### src/rtl/sps_pkg.sv
package sps_pkg;

  localparam int unsigned StepsW    = 16;
  localparam int unsigned IntervalW = 16;
  localparam int unsigned PosW      = 12;
  localparam int unsigned CoilW     = 4;
  localparam int unsigned CfgIdxW   = 2;
  localparam int unsigned CfgDataW  = 16;

  // request kinds
  localparam logic ActMove = 1'b0;
  localparam logic ActTick = 1'b1;

  // configuration register indexes
  localparam logic [CfgIdxW-1:0] RegStepInterval = 2'd0;
  localparam logic [CfgIdxW-1:0] RegStepsPerRev  = 2'd1;
  localparam logic [CfgIdxW-1:0] RegStepMode     = 2'd2;

  localparam logic ModeHalf = 1'b0;
  localparam logic ModeFull = 1'b1;

  localparam logic [IntervalW-1:0] IntervalRst    = 16'd0;
  localparam logic [PosW-1:0]      StepsPerRevRst = 12'd200;
  localparam logic                 StepModeRst    = ModeFull;

  typedef struct packed {
    logic                     action;
    logic signed [StepsW-1:0] move_steps;
    logic                     axis;
  } in_item_t;

  typedef struct packed {
    logic             coil_axis;
    logic [CoilW-1:0] coils;
    logic             stepped;
    logic             busy_res;
    logic             move_done;
    logic             rejected;
  } res_item_t;

  typedef struct packed {
    logic [CfgIdxW-1:0]  index;
    logic [CfgDataW-1:0] data;
  } cfg_item_t;

  function automatic logic [CoilW-1:0] full_step_pattern(input logic [1:0] phase);
    logic [CoilW-1:0] pat;
    case (phase)
      2'd0:    pat = 4'h5;
      2'd1:    pat = 4'h6;
      2'd2:    pat = 4'hA;
      default: pat = 4'h9;
    endcase
    return pat;
  endfunction

  function automatic logic [CoilW-1:0] half_step_pattern(input logic [2:0] phase);
    logic [CoilW-1:0] pat;
    case (phase)
      3'd0:    pat = 4'h5;
      3'd1:    pat = 4'h4;
      3'd2:    pat = 4'h6;
      3'd3:    pat = 4'h2;
      3'd4:    pat = 4'hA;
      3'd5:    pat = 4'h8;
      3'd6:    pat = 4'h9;
      default: pat = 4'h1;
    endcase
    return pat;
  endfunction

endpackage

### src/rtl/sps_if.sv
interface sps_in_if
  import sps_pkg::*;
();
  logic     valid;
  logic     ready;
  in_item_t data;

  modport source (output valid, output data, input ready);
  modport sink (input valid, input data, output ready);
endinterface

interface sps_res_if
  import sps_pkg::*;
();
  logic      valid;
  logic      ready;
  res_item_t data;

  modport source (output valid, output data, input ready);
  modport sink (input valid, input data, output ready);
endinterface

interface sps_cfg_if
  import sps_pkg::*;
();
  logic      valid;
  logic      ready;
  cfg_item_t data;

  modport source (output valid, output data, input ready);
  modport sink (input valid, input data, output ready);
endinterface

### src/rtl/stepper_phase_sequencer.sv
// Two-axis stepper phase sequencer.
// Requests arrive on in_req_i: a move command (signed step count and axis)
// or a one-millisecond tick. Every request yields exactly one result on
// res_o: the axis shown, its 4-bit coil pattern and status flags
// (stepped, busy, move done, command rejected).
// Configuration writes on cfg_i (step interval, steps per revolution,
// step mode) are always taken (cfg_i ready is tied high) and are meant for idle time.
// A request accepted on in_req_i is held in the input register, loaded
// into the result register when it advances, and then offered on res_o
// (one input register, one result register, table and counter logic
// between them). Throughput: one request per cycle while res_o is taken.
// When the receiver stalls, the result register holds, the input register
// fills, and in_req_i ready drops until the result is taken.
// Reset: no move pending, position 0, both coil patterns 0, elapsed time
// saturated, interval 0, 200 steps per revolution, full-step mode.
module stepper_phase_sequencer
  import sps_pkg::*;
(
  input  logic   clk_i,
  input  logic   rst_ni,
  sps_in_if.sink   in_req_i,
  sps_res_if.source res_o,
  sps_cfg_if.sink  cfg_i
);

  logic [IntervalW-1:0] step_interval_q;
  logic [PosW-1:0]      steps_per_rev_q;
  logic                 step_mode_q;

  logic [StepsW-1:0]    steps_remaining_q, steps_remaining_d;
  logic                 move_forward_q, move_forward_d;
  logic [PosW-1:0]      position_q, position_d;
  logic [IntervalW-1:0] elapsed_q, elapsed_d;
  logic                 active_axis_q, active_axis_d;
  logic [CoilW-1:0]     coil_latch_q [2];
  logic [CoilW-1:0]     new_pattern;
  logic                 latch_we;

  logic      in_valid_q;
  in_item_t  in_q;
  logic      res_valid_q;
  res_item_t res_q, res_d;
  logic      advance;

  logic [StepsW-1:0]    magnitude;
  logic [IntervalW-1:0] elapsed_inc;
  logic [PosW-1:0]      pos_fwd, pos_base;
  logic                 busy;

  assign cfg_i.ready = 1'b1;

  always_ff @(posedge clk_i or negedge rst_ni) begin
    if (!rst_ni) begin
      step_interval_q <= IntervalRst;
      steps_per_rev_q <= StepsPerRevRst;
      step_mode_q     <= StepModeRst;
    end else if (cfg_i.valid) begin
      case (cfg_i.data.index)
        RegStepInterval: step_interval_q <= cfg_i.data.data;
        RegStepsPerRev:  steps_per_rev_q <= cfg_i.data.data[PosW-1:0];
        RegStepMode:     step_mode_q     <= cfg_i.data.data[0];
        default: ;
      endcase
    end
  end

  // the input register moves on when the result register is free or drains
  assign advance        = in_valid_q && (!res_valid_q || res_o.ready);
  assign in_req_i.ready = !in_valid_q || advance;

  always_ff @(posedge clk_i or negedge rst_ni) begin
    if (!rst_ni) begin
      in_valid_q <= 1'b0;
    end else if (in_req_i.ready) begin
      in_valid_q <= in_req_i.valid;
    end
  end

  always_ff @(posedge clk_i) begin
    if (in_req_i.valid && in_req_i.ready) begin
      in_q <= in_req_i.data;
    end
  end

  assign busy        = (steps_remaining_q != '0);
  assign magnitude   = in_q.move_steps[StepsW-1] ? (~in_q.move_steps + 1'b1)
                                                 : in_q.move_steps;
  assign elapsed_inc = (elapsed_q == '1) ? elapsed_q : elapsed_q + 1'b1;
  assign pos_fwd     = position_q + 1'b1;
  assign pos_base    = (position_q == '0) ? steps_per_rev_q : position_q;

  always_comb begin
    steps_remaining_d = steps_remaining_q;
    move_forward_d    = move_forward_q;
    position_d        = position_q;
    elapsed_d         = elapsed_q;
    active_axis_d     = active_axis_q;
    latch_we          = 1'b0;
    new_pattern       = '0;

    res_d.coil_axis = active_axis_q;
    res_d.stepped   = 1'b0;
    res_d.move_done = 1'b0;
    res_d.rejected  = 1'b0;

    if (in_q.action == ActMove) begin
      res_d.coil_axis = in_q.axis;
      if (busy) begin
        res_d.rejected = 1'b1;
      end else begin
        if (in_q.move_steps != '0) begin
          move_forward_d    = !in_q.move_steps[StepsW-1];
          steps_remaining_d = magnitude;
        end
        active_axis_d = in_q.axis;
      end
    end else begin
      elapsed_d = elapsed_inc;
      if (busy && (elapsed_inc >= step_interval_q)) begin
        elapsed_d         = '0;
        steps_remaining_d = steps_remaining_q - 1'b1;
        if (move_forward_q) begin
          position_d = (pos_fwd == steps_per_rev_q) ? '0 : pos_fwd;
        end else begin
          position_d = pos_base - 1'b1;
        end
        new_pattern = (step_mode_q == ModeFull) ? full_step_pattern(position_d[1:0])
                                                : half_step_pattern(position_d[2:0]);
        latch_we        = 1'b1;
        res_d.stepped   = 1'b1;
        res_d.move_done = (steps_remaining_d == '0);
      end
    end

    res_d.coils    = latch_we ? new_pattern : coil_latch_q[res_d.coil_axis];
    res_d.busy_res = (steps_remaining_d != '0);
  end

  always_ff @(posedge clk_i or negedge rst_ni) begin
    if (!rst_ni) begin
      steps_remaining_q <= '0;
      move_forward_q    <= 1'b0;
      position_q        <= '0;
      elapsed_q         <= '1;
      active_axis_q     <= 1'b0;
      coil_latch_q[0]   <= '0;
      coil_latch_q[1]   <= '0;
    end else if (advance) begin
      steps_remaining_q <= steps_remaining_d;
      move_forward_q    <= move_forward_d;
      position_q        <= position_d;
      elapsed_q         <= elapsed_d;
      active_axis_q     <= active_axis_d;
      if (latch_we) begin
        coil_latch_q[active_axis_q] <= new_pattern;
      end
    end
  end

  always_ff @(posedge clk_i or negedge rst_ni) begin
    if (!rst_ni) begin
      res_valid_q <= 1'b0;
    end else if (advance) begin
      res_valid_q <= 1'b1;
    end else if (res_o.ready) begin
      res_valid_q <= 1'b0;
    end
  end

  always_ff @(posedge clk_i) begin
    if (advance) begin
      res_q <= res_d;
    end
  end

  assign res_o.valid = res_valid_q;
  assign res_o.data  = res_q;

endmodule
### src/flat_wrapper.sv
// flat-port wrapper written by rule: the top's interface ports become plain ports
module stepper_phase_sequencer_flat import sps_pkg::*;
  (clk_i, rst_ni, in_req_i_valid, in_req_i_data, in_req_i_ready, res_o_valid, res_o_data, res_o_ready, cfg_i_valid, cfg_i_data, cfg_i_ready);
  sps_in_if in_req_i_i ();
  sps_res_if res_o_i ();
  sps_cfg_if cfg_i_i ();
  input  logic clk_i;
  input  logic rst_ni;
  input wire logic [$bits(in_req_i_i.valid)-1:0] in_req_i_valid;
  input wire logic [$bits(in_req_i_i.data)-1:0] in_req_i_data;
  output wire logic [$bits(in_req_i_i.ready)-1:0] in_req_i_ready;
  output wire logic [$bits(res_o_i.valid)-1:0] res_o_valid;
  output wire logic [$bits(res_o_i.data)-1:0] res_o_data;
  input wire logic [$bits(res_o_i.ready)-1:0] res_o_ready;
  input wire logic [$bits(cfg_i_i.valid)-1:0] cfg_i_valid;
  input wire logic [$bits(cfg_i_i.data)-1:0] cfg_i_data;
  output wire logic [$bits(cfg_i_i.ready)-1:0] cfg_i_ready;
  assign in_req_i_i.valid = in_req_i_valid;
  assign in_req_i_i.data = in_req_i_data;
  assign in_req_i_ready = in_req_i_i.ready;
  assign res_o_valid = res_o_i.valid;
  assign res_o_data = res_o_i.data;
  assign res_o_i.ready = res_o_ready;
  assign cfg_i_i.valid = cfg_i_valid;
  assign cfg_i_i.data = cfg_i_data;
  assign cfg_i_ready = cfg_i_i.ready;
  stepper_phase_sequencer u_core (.clk_i(clk_i), .rst_ni(rst_ni), .in_req_i(in_req_i_i), .res_o(res_o_i), .cfg_i(cfg_i_i));
endmodule
### config.mk
export PLATFORM = sky130hd
export DESIGN_NAME = stepper_phase_sequencer_flat
export DESIGN_NICKNAME = d
export VERILOG_FILES = /design/src/rtl/sps_pkg.sv /design/src/rtl/sps_if.sv /design/src/rtl/stepper_phase_sequencer.sv /design/src/flat_wrapper.sv
export SDC_FILE = /design/constraint.sdc
export NUM_CORES = 1
export LEC_CHECK = 0
export ABC_AREA = 1
export BUFFER_PORTS_ARGS = -buffer_cell sky130_fd_sc_hd__buf_2
export CAP_MARGIN = 20
export CORE_MARGIN = 2
export CORE_UTILIZATION = 40
export CTS_CLUSTER_SIZE = 16
export DETAILED_ROUTE_END_ITERATION = 8
export GPL_ROUTABILITY_DRIVEN = 0
export SLEW_MARGIN = 20
export SYNTH_ARGS = -nofsm -noshare
export SYNTH_HDL_FRONTEND = slang
export SYNTH_SLANG_ARGS = --single-unit
### constraint.sdc
create_clock -name clk_i -period 6.2 [get_ports clk_i]
set_input_delay 0.62 -clock clk_i [delete_from_list [all_inputs] [get_ports clk_i]]
set_output_delay 0.62 -clock clk_i [all_outputs]
set_load 0.02 [all_outputs]
Word-level counts from Yosys, hierarchy flattened
Cells that the tools add are included.
Storage, ports and cells
  flip-flop bits (word level): 112
  bits in latches: 0
  memory bits (writable): 0
  bits in read-only memories: 0
  bits of input ports: 41
  output and inout port bits: 12
  word-level logic and storage cells: 104
  memories: 0
Cells by class
  add/subtract/negate cells: 5
  multiply operators: 0
  divide/modulo/power cells: 0
  magnitude comparators: 4
  eq/ne operators: 12
  shifts and indexed selects: 0
  mux-type cells: 30
  bitwise operators: 5
  reductions and logical operators: 27
Operators by type and width (count)
  $mux 16: 7
  $mux 12: 5
  $reduce_bool 16->1: 3
  $add 16x1->16 const B: 2
  $mux 4: 8
  $pmux 4 s7: 1
  $eq 16x16->1 const B: 1
  $ge 16x16->1: 1
  $logic_not 16->1: 1
  $not 16->16: 1
  $sub 16x1->16 const B: 1
  $add 12x1->12 const B: 1
  $eq 12x12->1: 1
  $logic_not 12->1: 1
  $pmux 4 s3: 1
  $reduce_and 2->1: 6
  $sub 12x1->12 const B: 1
  $eq 3x3->1 const B: 3
  $bwmux 8: 1
  $eq 3x2->1 const B: 2
  $mux 1: 6
  $reduce_and 3->1: 2
  $demux 4 s1: 1
  $eq 2x1->1 const B: 2
  other kinds (13): 24

Logic depth before layout (Yosys ltp)
Gate-level depths: netlist of the first run.
  word-level depth: 12
  gate-level depth with buffers: 28
  gate-level depth less buffers: 27

Worst setup path after synthesis of the first run
No wires, ideal clock.
  path type: flip-flop to flip-flop
  from: reg u_core.elapsed_q[2]
  to: reg u_core.res_q, in the netlist u_core.res_o.data[2], data pin
  setup time: 0.254 ns
  arrival time: 3.503 ns
  data required time: 5.946 ns
  path slack: 2.443 ns
  stages on the path, launching flop included: 27
  path buffers: 2
  clock period less this slack: 3.757 ns
  cell sequence: dfstp_2 > inv_1 > nor3_2 > nand3_1 > nand3b_1 > nor2_1 > nand3_1 > nor2_2 > nand3_1 > a21oi_1 > inv_1 > ha_1 > nand2_1 > inv_1 > nand3_1 > nor3_1 > nand3_1 > nand3_1 > nand2_2 > buf_4 > buf_6 > o21ai_0 > nand2_1 > nor2_1 > nand2_1 > nor2_1 > nand2_1
RTL lines
  from (decl): RTL line stepper_phase_sequencer.sv:33  | logic [IntervalW-1:0] elapsed_q, elapsed_d;
  from (signal assigned): RTL line stepper_phase_sequencer.sv:152  | elapsed_q <= elapsed_d;
  to (signal assigned): RTL line stepper_phase_sequencer.sv:172  | res_q <= res_d;
  to (decl): RTL line stepper_phase_sequencer.sv:42  | res_item_t res_q, res_d;

==> metrics.csv, run 1 <==
stage,metric,value,unit
timing,worst slew pin tran,0.899,ns
clock_network,clk_lat worst skew,0.37,ns
placement,Post-DP HPWL,13.8,mm
placement,Place WS,1.55,ns
synth,Post-Syn Instances,1029,
synth,Main synth FF type,dfrtp_1,
power_and_ir_drop,Tot Pwr,3.67,mW
routing,Wirelength per Cell,14.0,µm
setup_path,CP endpoint kind,flip-flop,
routing,vias,6691,
synth,synth warn,0,
setup_path,R2R Setup Slk,1.49,ns
routing,first-iteration detailed-routing DRC count,540,
synth,Mapped Avg Cell Area,7.27,µm²
floorplanning,Core ar.,18500,µm²
routing,met2 wire length,8.31,mm
clock_network,Bufs on Longest Clock Path,2,
timing,post-layout minimum cycle time,4.71,ns
clock_network,post-CTS sizing,0,
grt,antenna violations before repair,0,
finish,P&R area growth vs syn,9.96,%
clock_network,Num CTS Buffers,9,
grt,global route overflow,0,
routing,TritonRoute pass-1 iters,5,
finish,"Core Util, Final",44.4,%
power_and_ir_drop,Leak,3.91,nW
timing,Setup WS post-layout,1.49,ns
floorplanning,Cell Rows,50,
clock_network,number of H-tree levels,3,
setup_path,critical path launch point type,flip-flop,
timing,Hold Slack,0.160,ns
synth,"Seq/Total Area, Yosys",39.6,%
grt,vias in the first global route,6299,
floorplanning,Die X,141,µm
finish,share of cells above drive strength 1,12.4,%
clock_network,Root Driver,clkbuf_16,
synth,Post-synth ARST share,75.9,%
setup_path,largest fanout on the critical path,40,
placement,dpl cell area,7940,µm²
grt,largest net degree at the start of global routing,60,
finish,ANT cells,0,
run,# Max-Cap Violations,0,
routing,routed wire length,18.3,mm
timing,Max Freq,0.212,GHz
timing,unrepaired setup endpoints after global routing,no,
clock_network,Post CTS Setup Buffer Count,0,
floorplanning,Initial Utilization,40.4,%
timing,final setup violation count,0,
clock_network,"Clk pin slew, worst setup/hold paths",0.08,ns
routing,WL met1,9.04,mm
floorplanning,Die Area,19800,µm²
timing,Final Cycle Share,76.0,%
power_and_ir_drop,cell area power density,446,nW/µm²
grt,Total Routing Usage GR,19.5,%
finish,Finished Layout Cells,1310,
setup_path,required time of the critical path,6.33,ns
routing,met3 WL,700,µm
placement,port bufs,51,
timing,Fin. Hold Viols,0,
finish,final instance area,8230,µm²
setup_path,critical path type,reg -> reg,
setup_path,Critical Path AT,4.84,ns
timing,Final TNS setup,0,ns
grt,first-pass GRT wire length,31.2,mm
run_status,outcome,"complete, no violations",
synth,Synth Register Bits,112,
routing,Final ANT Viol Nets,0,
clock_network,# hold bufs at CTS,0,
synth,count of different cell masters after synthesis,42,
synth,Post-synth EDFFs,27,
clock_network,TritonCTS Sinks,112,
routing,DR vias/cell,5.11,
floorplanning,io pins,53,
power_and_ir_drop,Peak VDD IR,168,µV
timing,final setup skew,0.0119,ns
finish,# nets final,1140,
floorplanning,height of the die,141,µm
routing,# DRC,0,
timing,"Slew Viols, Final",0,
worst_hold_path,Hold WC Path Type,in -> async,
synth,Synth Cell Area,7480,µm²
routing,top sig layer,met4,
timing,Rel. slew slack,39.9,%
placement,DP Cell Count,1294,
synth,Mapped Nets,1098,
clock_network,TritonCTS clock tree,done,
-- critical path: stages, from the launching register on --
cell and delay [ns]:
dfstp_2 0.54, ha_1 0.19, inv_1 0.06, nor3_2 0.19
inv_1 0.07, nor2_1 0.18, nand2_1 0.11, nor2_1 0.21
nand3_2 0.17, inv_1 0.14, nor2_1 0.06, xor2_1 0.17
inv_1 0.07, ha_1 0.27, nand2_1 0.06, nor3_1 0.24
nand3_1 0.10, nand3_1 0.11, nand2_2 0.45, inv_1 0.43
nand3_1 0.12, nand2_1 0.08, o21ai_0 0.11, nor2_1 0.12
nand2_1 0.07, nor2_1 0.10, nand2_1 0.06
-- report_power, final --
part | switching (mW) | internal (mW) | total [mW] | leakage (nW)
combinational | 1.27 | 0.634 | 1.90 | 2.49
sequential | 0.200 | 1.00 | 1.20 | 1.29
clock | 0.293 | 0.281 | 0.574 | 0.137
-- state kept, by name (all words and copies together) (netlist names) --
signal / flops
u_core.in_q: 18
u_core.position_q: 12
u_core.coil_latch_q: 8
u_core.move_forward_q: 1
u_core.active_axis_q: 1
u_core.elapsed_q: 16
u_core.step_interval_q: 16
u_core.step_mode_q: 1
u_core.steps_remaining_q: 16
u_core.in_valid_q: 1
u_core.res_o.data: 9
u_core.res_o.valid: 1
u_core.steps_per_rev_q: 12
-- cell families (layout without fill, tap and decap cells) --
group	Yosys count	after routing	share of synthesized area (%)
xor gates and xnor gates	34	34	3.98
and+or+nand+nor	504	504	29.6
other	1	1	0.0501
AOI/OAI and AO/OA	181	181	13.2
DFF	112	112	39.6
adders and majority gates	28	28	4.68
buffers and inverters	169	216	8.84
-- layout by cell type (no fill, tap or decap), drive strengths merged, types with 6 or more instances in the layout --
master  synthesis  layout
xnor2           6       6
buf             9      54
inv           144     147
ha             28      28
o21ai         120     120
nor2           92      92
a21oi          35      35
nand2         276     276
nor3           19      19
o22ai           8       8
dfstp          20      20
nand3          96      96
clkbuf         14      10
xor2           28      28
o211ai         14      14
dfrtp          65      65
nand4          13      13
edfxtp         27      27
-- layout make-up --
| class | count | area [µm²] |
|---|---|---|
| Fill cell | 1872 | 10300 |
| Multi-Input combinational cell | 748 | 3860 |
| Sequential cell | 112 | 2960 |
| Inverter | 146 | 548 |
| Tap cell | 234 | 293 |
| Timing Repair Buffer | 54 | 280 |
| Clock buffer | 10 | 230 |
| Clock inverter | 6 | 51.3 |
-- path summary, 6_finish.rpt --
check,to,cells past startpoint,startpoint
min in group clk_i,u_core.in_q[15],1,in_req_i_data[15]
min reg2reg,u_core.coil_latch_q[0],2,u_core.coil_latch_q[0]
max in group asynchronous,u_core.in_valid_q,2,rst_ni
min,u_core.position_q[0],1,rst_ni
max,u_core.res_o.data[2],26,u_core.elapsed_q[0]
max reg2reg,u_core.res_o.data[2],26,u_core.elapsed_q[0]
-- synthesized netlist by cell type (2+ instances only) --
| cell | n | area [µm²] |
|---|---|---|
| inv_1 | 137 | 514 |
| nor3_1 | 14 | 70.1 |
| o21ai_1 | 9 | 45.0 |
| o21ai_0 | 107 | 536 |
| nor4_1 | 3 | 18.8 |
| buf_2 | 4 | 20.0 |
| nand3_1 | 93 | 465 |
| o21a_1 | 2 | 15.0 |
| o21ai_2 | 3 | 26.3 |
| nand2_1 | 267 | 1000 |
| dfstp_2 | 20 | 526 |
| nor2_4 | 3 | 33.8 |
| nand2_4 | 2 | 22.5 |
| o211ai_1 | 13 | 97.6 |
| xnor2_1 | 6 | 52.6 |
| o22ai_1 | 8 | 50.1 |
| inv_2 | 7 | 26.3 |
| xor2_1 | 28 | 245 |
| nand3_2 | 3 | 30.0 |
| ha_1 | 28 | 350 |
| nand4_1 | 13 | 81.3 |
| or2_2 | 2 | 12.5 |
| a21oi_1 | 34 | 170 |
| nor3_2 | 5 | 50.1 |
| nand2_2 | 7 | 43.8 |
| clkbuf_1 | 14 | 52.6 |
| buf_4 | 2 | 15.0 |
| clkinv_1 | 2 | 7.51 |
| nand3b_1 | 2 | 15.0 |
| nor2_2 | 6 | 37.5 |
| edfxtp_1 | 27 | 811 |
| buf_6 | 2 | 22.5 |
| nor2_1 | 83 | 312 |
| dfrtp_1 | 65 | 1630 |
-- routing by layer --
layer / track usage (%) / vias to the layer above
li1: - / 3448
met1: 27.9 / 3064
met2: 30.7 / 156
met3: 2.92 / 23
met4: 5.68 / 0
met5: 0 / -
Power figures use the tool's default switching activity.
==> inputs of run 2 (changes only) <==
Clock period 6.2 ns to 4.1 ns, I/O delays scaled along.
==> run 2 against run 1 <==
  * Routed wire length rose by 0.84%
  * Global-route usage fell by 0.78 points
  * Sequential share of layout area fell by 1.1 points
  * Clock skew is 0.0035 ns higher
  * Non-clock buffer count rose by 18
==> metrics.csv, run 2 (synthesis gave the netlist of run 1 again) <==
stage,metric,value,unit,change
setup_path,Critical Path AT,4.07,ns,-0.77 ns
setup_path,Crit Reg-Reg Endpoint,u_core.res_o.data[2],,
setup_path,required time of the critical path,4.22,ns,-2.11 ns
grt,Total Routing Usage GR,18.7,%,-0.78 points
clock_network,# hold bufs at CTS,0,,unchanged
clock_network,clk_lat worst skew,0.37,ns,about the same
timing,post-layout minimum cycle time,3.95,ns,-0.762 ns
finish,P&R area growth vs syn,13.3,%,
routing,TritonRoute pass-1 iters,5,,unchanged
floorplanning,Core ar.,18500,µm²,unchanged
finish,"commonest cells after routing, fill and taps aside","267 x nand2_1, 134 x inv_1, 100 x o21ai_0",,
clock_network,Bufs on Longest Clock Path,2,,unchanged
timing,"Slew Viols, Final",0,,unchanged
timing,Rel. slew slack,43.3,%,+3.4 points
clock_network,TritonCTS Sinks,112,,unchanged
finish,"most common cell after layout, fill and taps aside",nand2_1,,
clock_network,Root Driver,clkbuf_16,,
grt,first-pass GRT wire length,30.2,mm,-3.3%
floorplanning,Initial Utilization,40.4,%,unchanged
power_and_ir_drop,cell area power density,673,nW/µm²,+51%
finish,max reg flops,18,,unchanged
setup_path,R2R Setup Slk,0.15,ns,-1.34 ns
finish,Finished Layout Cells,1328,,+1.4%
clock_network,number of H-tree levels,3,,unchanged
placement,DP Cell Count,1301,,+0.54%
power_and_ir_drop,Peak VDD IR,244,µV,+46%
grt,global route overflow,0,,unchanged
grt,largest net degree at the start of global routing,66,,+10%
finish,# nets final,1158,,+1.6%
routing,Final ANT Viol Nets,0,,unchanged
floorplanning,height of the die,141,µm,unchanged
worst_hold_path,Hold WC Path Type,in -> async,,
power_and_ir_drop,Tot Pwr,5.71,mW,+55%
timing,Final Cycle Share,96.3,%,+20 points
run,# Max-Cap Violations,0,,unchanged
timing,final setup violation count,0,,unchanged
routing,Wirelength per Cell,13.9,µm,-0.53%
setup_path,critical path launch point type,flip-flop,,
routing,vias,6708,,+0.25%
clock_network,"Clk pin slew, worst setup/hold paths",0.08,ns,about the same
floorplanning,Die X,141,µm,unchanged
routing,# DRC,0,,unchanged
power_and_ir_drop,Leak,4.02,nW,+2.8%
floorplanning,Cell Rows,50,,unchanged
setup_path,RR Startpoint,u_core.elapsed_q[0],,
setup_path,largest fanout on the critical path,8,,-80%
floorplanning,Die Area,19800,µm²,unchanged
grt,antenna violations before repair,0,,unchanged
setup_path,CP endpoint kind,flip-flop,,
placement,port bufs,51,,unchanged
routing,first-iteration detailed-routing DRC count,568,,+5.2%
setup_path,worst-case reg-to-reg path depth,25,,-3.8%
placement,Post-DP HPWL,13.9,mm,+0.94%
timing,Fin. Hold Viols,0,,unchanged
clock_network,TritonCTS clock tree,done,,
routing,routed wire length,18.5,mm,+0.84%
routing,DR vias/cell,5.05,,-1.1%
timing,worst slew pin tran,0.851,ns,-0.0485 ns
setup_path,critical path type,reg -> reg,,
grt,vias in the first global route,6192,,-1.7%
finish,share of cells above drive strength 1,15.5,%,+3.2 points
timing,Max Freq,0.253,GHz,+19%
clock_network,Num CTS Buffers,9,,unchanged
run_status,outcome,"complete, no violations",,
timing,final setup skew,0.0153,ns,+0.00348 ns
finish,Top reg by flops,u_core.in_q,,
finish,ANT cells,0,,unchanged
floorplanning,io pins,53,,unchanged
==> run 2: cell types whose count changed in the layout (fill, tap and decap cells not counted), sizes merged <==
cell	change
buf	+18
clkinv	-1
clkinvlp	-1
inv	+2
==> run 2: cell type report <==
cell class	count	area [µm²]
flip-flops and latches	112	2960
multi-input cells	748	3970
fillers	1873	10000
repair buffers	72	427
well taps	234	293
clock inverters	6	48.8
clock buffers	10	229
inverters	146	553
==> run 2: how the worst max path moves through the flow <==
stage | start | end | slack [ns]
2_1_floorplan | u_core.elapsed_q[2] | u_core.res_o.data[2] | 0.34
3_3_place_gp | u_core.elapsed_q[2] | u_core.res_o.data[2] | 0.04
3_5_place_dp | u_core.elapsed_q[2] | u_core.coil_latch_q[6] | -0.08
4_1_cts | u_core.elapsed_q[2] | u_core.coil_latch_q[6] | 0.01
5_1_grt | u_core.elapsed_q[0] | u_core.res_o.data[2] | -0.12
6_report | u_core.elapsed_q[0] | u_core.res_o.data[2] | 0.15
==> run 2: through the flow <==
step	utilization (%)	TNS, ns	hold WS (ns)	instance area (µm²)	setup WS (ns)
floorplan	-	0	0.114	7480	0.343
global placement	43.2	0	0.467	8000	0.0382
detailed placement	43.2	-0.460	0.467	8000	-0.0804
CTS	44.7	0	0.172	8280	0.0130
global route	45.8	-1.34	0.202	8480	-0.122
finish	45.8	0	0.130	8480	0.152
==> run 2: critical path: stages, from the launching register on <==
cell	delay [ns]
dfstp_2	0.55
inv_2	0.06
nor3_4	0.22
nand3_2	0.12
nand3b_1	0.20
nor2_2	0.18
nand3_2	0.14
nor2_4	0.15
nand3_2	0.08
a21oi_2	0.16
inv_2	0.06
ha_4	0.26
nand2_1	0.06
inv_1	0.06
nand3_2	0.07
nor3_2	0.23
nand3_1	0.12
nand3_2	0.10
nand2_4	0.09
buf_6	0.15
o211ai_1	0.18
nand2_1	0.11
nor2_1	0.11
nand2_1	0.06
nor2_1	0.10
nand2_1	0.06
==> run 2: repair_timing <==
item | in CTS | in global routing
hold endpoints to repair | 0 | 0
setup buffers | 0 | 10
setup endpoints to repair | 15 | 42
gates resized for setup | 1 | 39
pin swaps | 0 | 15
cloned | 0 | 1
==> run 2: metal layers <==
layer	wire length [µm]	part of all wire, %	global-route usage, %	up-vias
met3	880	4.8	3.16	16
met4	221	1.2	4.63	0
met5	0	0	0	-
li1	-	-	-	3478
met2	8410	46	30.1	174
met1	8950	48	26.4	3040
==> run 2: where the power goes <==
group          total [mW]  switching, mW  internal [mW]
Clock               0.872          0.448          0.424
Combinational        3.01           1.97           1.04
Sequential           1.82          0.310           1.51
Total                5.71           2.73           2.98
==> inputs of run 3 (changes only) <==
==> constraint.sdc (replaced) <==
create_clock -name clk_i -period 4.1 [get_ports clk_i]
set_input_delay 0.615 -clock clk_i [delete_from_list [all_inputs] [get_ports clk_i]]
set_output_delay 0.615 -clock clk_i [all_outputs]
set_load 0.02 [all_outputs]
==> run 3 against run 2 <==
  * Clock skew down 0.0014 ns
  * Via count grew 1.9%
  * Hold slack improved by 0.18 ns
  * Sequential power about the same
  * Non-clock buffer count is 3 higher
  * Routed wire length is essentially flat
  * Fmax grew 2.8%
  * Final cell count increased by 0.23%
  * Total power is 0.40% lower
  * Core utilization up 0.10 points
  * Die area unchanged
  * Critical path type unchanged
==> metrics.csv, run 3 (synthesis gave the netlist of run 1 again) <==
stage,metric,value,unit,change
grt,GR Layer Usage met3,2.28,%,-0.88 points
power_and_ir_drop,Peak VDD IR,297,µV,+22%
placement,port bufs,51,,unchanged
finish,P&R area growth vs syn,13.6,%,
clock_network,clk_lat worst skew,0.36,ns,about the same
setup_path,Worst path depth,25,,unchanged
floorplanning,io pins,53,,unchanged
timing,final setup violation count,0,,unchanged
timing,Hold Slack,0.306,ns,+0.176 ns
clock_network,Num CTS Buffers,9,,unchanged
finish,Finished Layout Cells,1331,,+0.23%
grt,largest net degree at the start of global routing,54,,-18%
grt,first-pass GRT wire length,30.3,mm,+0.55%
placement,dpl cell area,8010,µm²,+0.19%
floorplanning,Die X,141,µm,unchanged
routing,DR vias/cell,5.14,,+1.7%
timing,post-layout minimum cycle time,3.84,ns,-0.106 ns
floorplanning,Cell Rows,50,,unchanged
timing,worst slew pin tran,0.858,ns,+0.00744 ns
timing,Final Cycle Share,93.7,%,-2.6 points
power_and_ir_drop,Clock power frac,15.1,%,-0.2 points
grt,global route overflow,0,,unchanged
timing,Setup WS post-layout,0.259,ns,+0.106 ns
power_and_ir_drop,Leak,4.04,nW,+0.49%
placement,Place WS,-0.118,ns,-0.0376 ns
routing,TritonRoute pass-1 iters,6,,+1
routing,Wirelength per Cell,13.9,µm,-0.16%
routing,routed wire length,18.5,mm,about the same
finish,max reg flops,18,,unchanged
setup_path,"Slowest-stage cell, CP",dfstp_2,,
finish,share of cells above drive strength 1,15.5,%,-0.042 points
run_status,outcome,"complete, no violations",,
setup_path,Critical Path AT,3.96,ns,-0.11 ns
setup_path,Worst path max stage delay,0.55,ns,about the same
timing,Fin. Hold Viols,0,,unchanged
clock_network,# hold bufs at CTS,0,,unchanged
timing,Rel. slew slack,42.6,%,-0.66 points
clock_network,Bufs on Longest Clock Path,2,,unchanged
setup_path,Critical Path Most Common Cell,nand3_2,,
clock_network,TritonCTS Sinks,112,,unchanged
timing,Max Freq,0.260,GHz,+2.8%
finish,# nets final,1161,,+0.26%
setup_path,worst-case reg-to-reg path depth,25,,unchanged
floorplanning,Initial Utilization,40.4,%,unchanged
run,# Max-Cap Violations,0,,unchanged
setup_path,CP bufs+invs,4,,unchanged
routing,Final ANT Viol Nets,0,,unchanged
power_and_ir_drop,cell area power density,669,nW/µm²,-0.62%
power_and_ir_drop,sequential power share,32.1,%,+0.2 points
clock_network,"Clk pin slew, worst setup/hold paths",0.08,ns,about the same
power_and_ir_drop,Net Sw Power,2.72,mW,-0.42%
grt,GRT Max-Usage Layer,met2,,
setup_path,CP endpoint kind,flip-flop,,
routing,# DRC,0,,unchanged
grt,Total Routing Usage GR,18.7,%,+0.027 points
floorplanning,Die Area,19800,µm²,unchanged
timing,final setup skew,0.0140,ns,-0.00137 ns
power_and_ir_drop,Switching Fraction,47.8,%,about the same
setup_path,required time of the critical path,4.22,ns,about the same
routing,vias,6836,,+1.9%
placement,Post-DP HPWL,13.8,mm,-0.35%
placement,DP Cell Count,1303,,+0.15%
clock_network,Root Driver,clkbuf_16,,
clock_network,number of H-tree levels,3,,unchanged
floorplanning,Core ar.,18500,µm²,unchanged
timing,"Slew Viols, Final",0,,unchanged
finish,ANT cells,0,,unchanged
setup_path,critical path type,reg -> reg,,
finish,"most common cell after layout, fill and taps aside",nand2_1,,
power_and_ir_drop,internal power,2.97,mW,-0.39%
setup_path,critical path launch point type,flip-flop,,
grt,antenna violations before repair,0,,unchanged
finish,"Core Util, Final",45.9,%,+0.10 points
grt,vias in the first global route,6196,,+0.065%
finish,"commonest cells after routing, fill and taps aside","267 x nand2_1, 134 x inv_1, 100 x o21ai_0",,
finish,final instance area,8500,µm²,+0.22%
grt,grt met2 use,29.7,%,-0.36 points
setup_path,largest fanout on the critical path,8,,unchanged
clock_network,TritonCTS clock tree,done,,
grt,met1 usage,27.4,%,+1.0 points
worst_hold_path,Hold WC Path Type,in -> async,,
power_and_ir_drop,Comb power frac,52.8,%,about the same
setup_path,"delay-heaviest family, CP",simple AND/OR/NAND/NOR gates,,
routing,first-iteration detailed-routing DRC count,648,,+14%
floorplanning,height of the die,141,µm,unchanged
finish,Top reg by flops,u_core.in_q,,
-- run 3: per-stage QoR --
stage,power (mW),TNS (ns)
floorplan,4.00,0
global placement,4.69,0
detailed placement,4.70,-1.05
CTS,5.59,0
global route,6.22,-0.0317
finish,5.69,0
-- run 3: per-layer routing --
metal	share of wire, %	vias to the layer above
li1	-	3479
met1	49	3141
met2	45	193
met3	4.4	23
met4	1.5	0
met5	0	-
-- run 3: cell type report --
cell class	instances	area, µm²
clock buffers	10	229
clock inverters	6	48.8
fillers	1913	10000
inverters	146	553
multi-input cells	748	3960
flip-flops and latches	112	2960
well taps	234	293
repair buffers	75	453
-- run 3: path summary, 6_finish.rpt --
| path | endpoint | from | slack, ns |
|---|---|---|---|
| worst max-delay path | u_core.res_o.data[2] | u_core.elapsed_q[0] | 0.26 |
| worst min-delay path | u_core.position_q[3] | rst_ni | 0.31 |
| worst max register to register | u_core.res_o.data[2] | u_core.elapsed_q[0] | 0.26 |
| worst min register to register | u_core.coil_latch_q[4] | u_core.coil_latch_q[4] | 0.48 |
| max in group asynchronous | u_core.elapsed_q[12] | rst_ni | 2.97 |
| min in group clk_i | u_core.in_q[9] | in_req_i_data[9] | 0.43 |
-- run 3: timing repair --
item,4_1_cts,5_1_grt
setup buffers,0,11
pin swaps,0,19
cloned,0,1
endpoints found under the hold margin,0,0
resized for setup,2,38
setup endpoints to repair,23,42
-- run 3: power by group through the flow --
stage	clock network, mW	registers, mW	logic, mW
floorplan	0	1.76	2.24
global placement	0	1.83	2.87
detailed placement	0	1.82	2.88
CTS	0.895	1.81	2.89
global route	0.929	1.87	3.42
finish	0.861	1.82	3.00
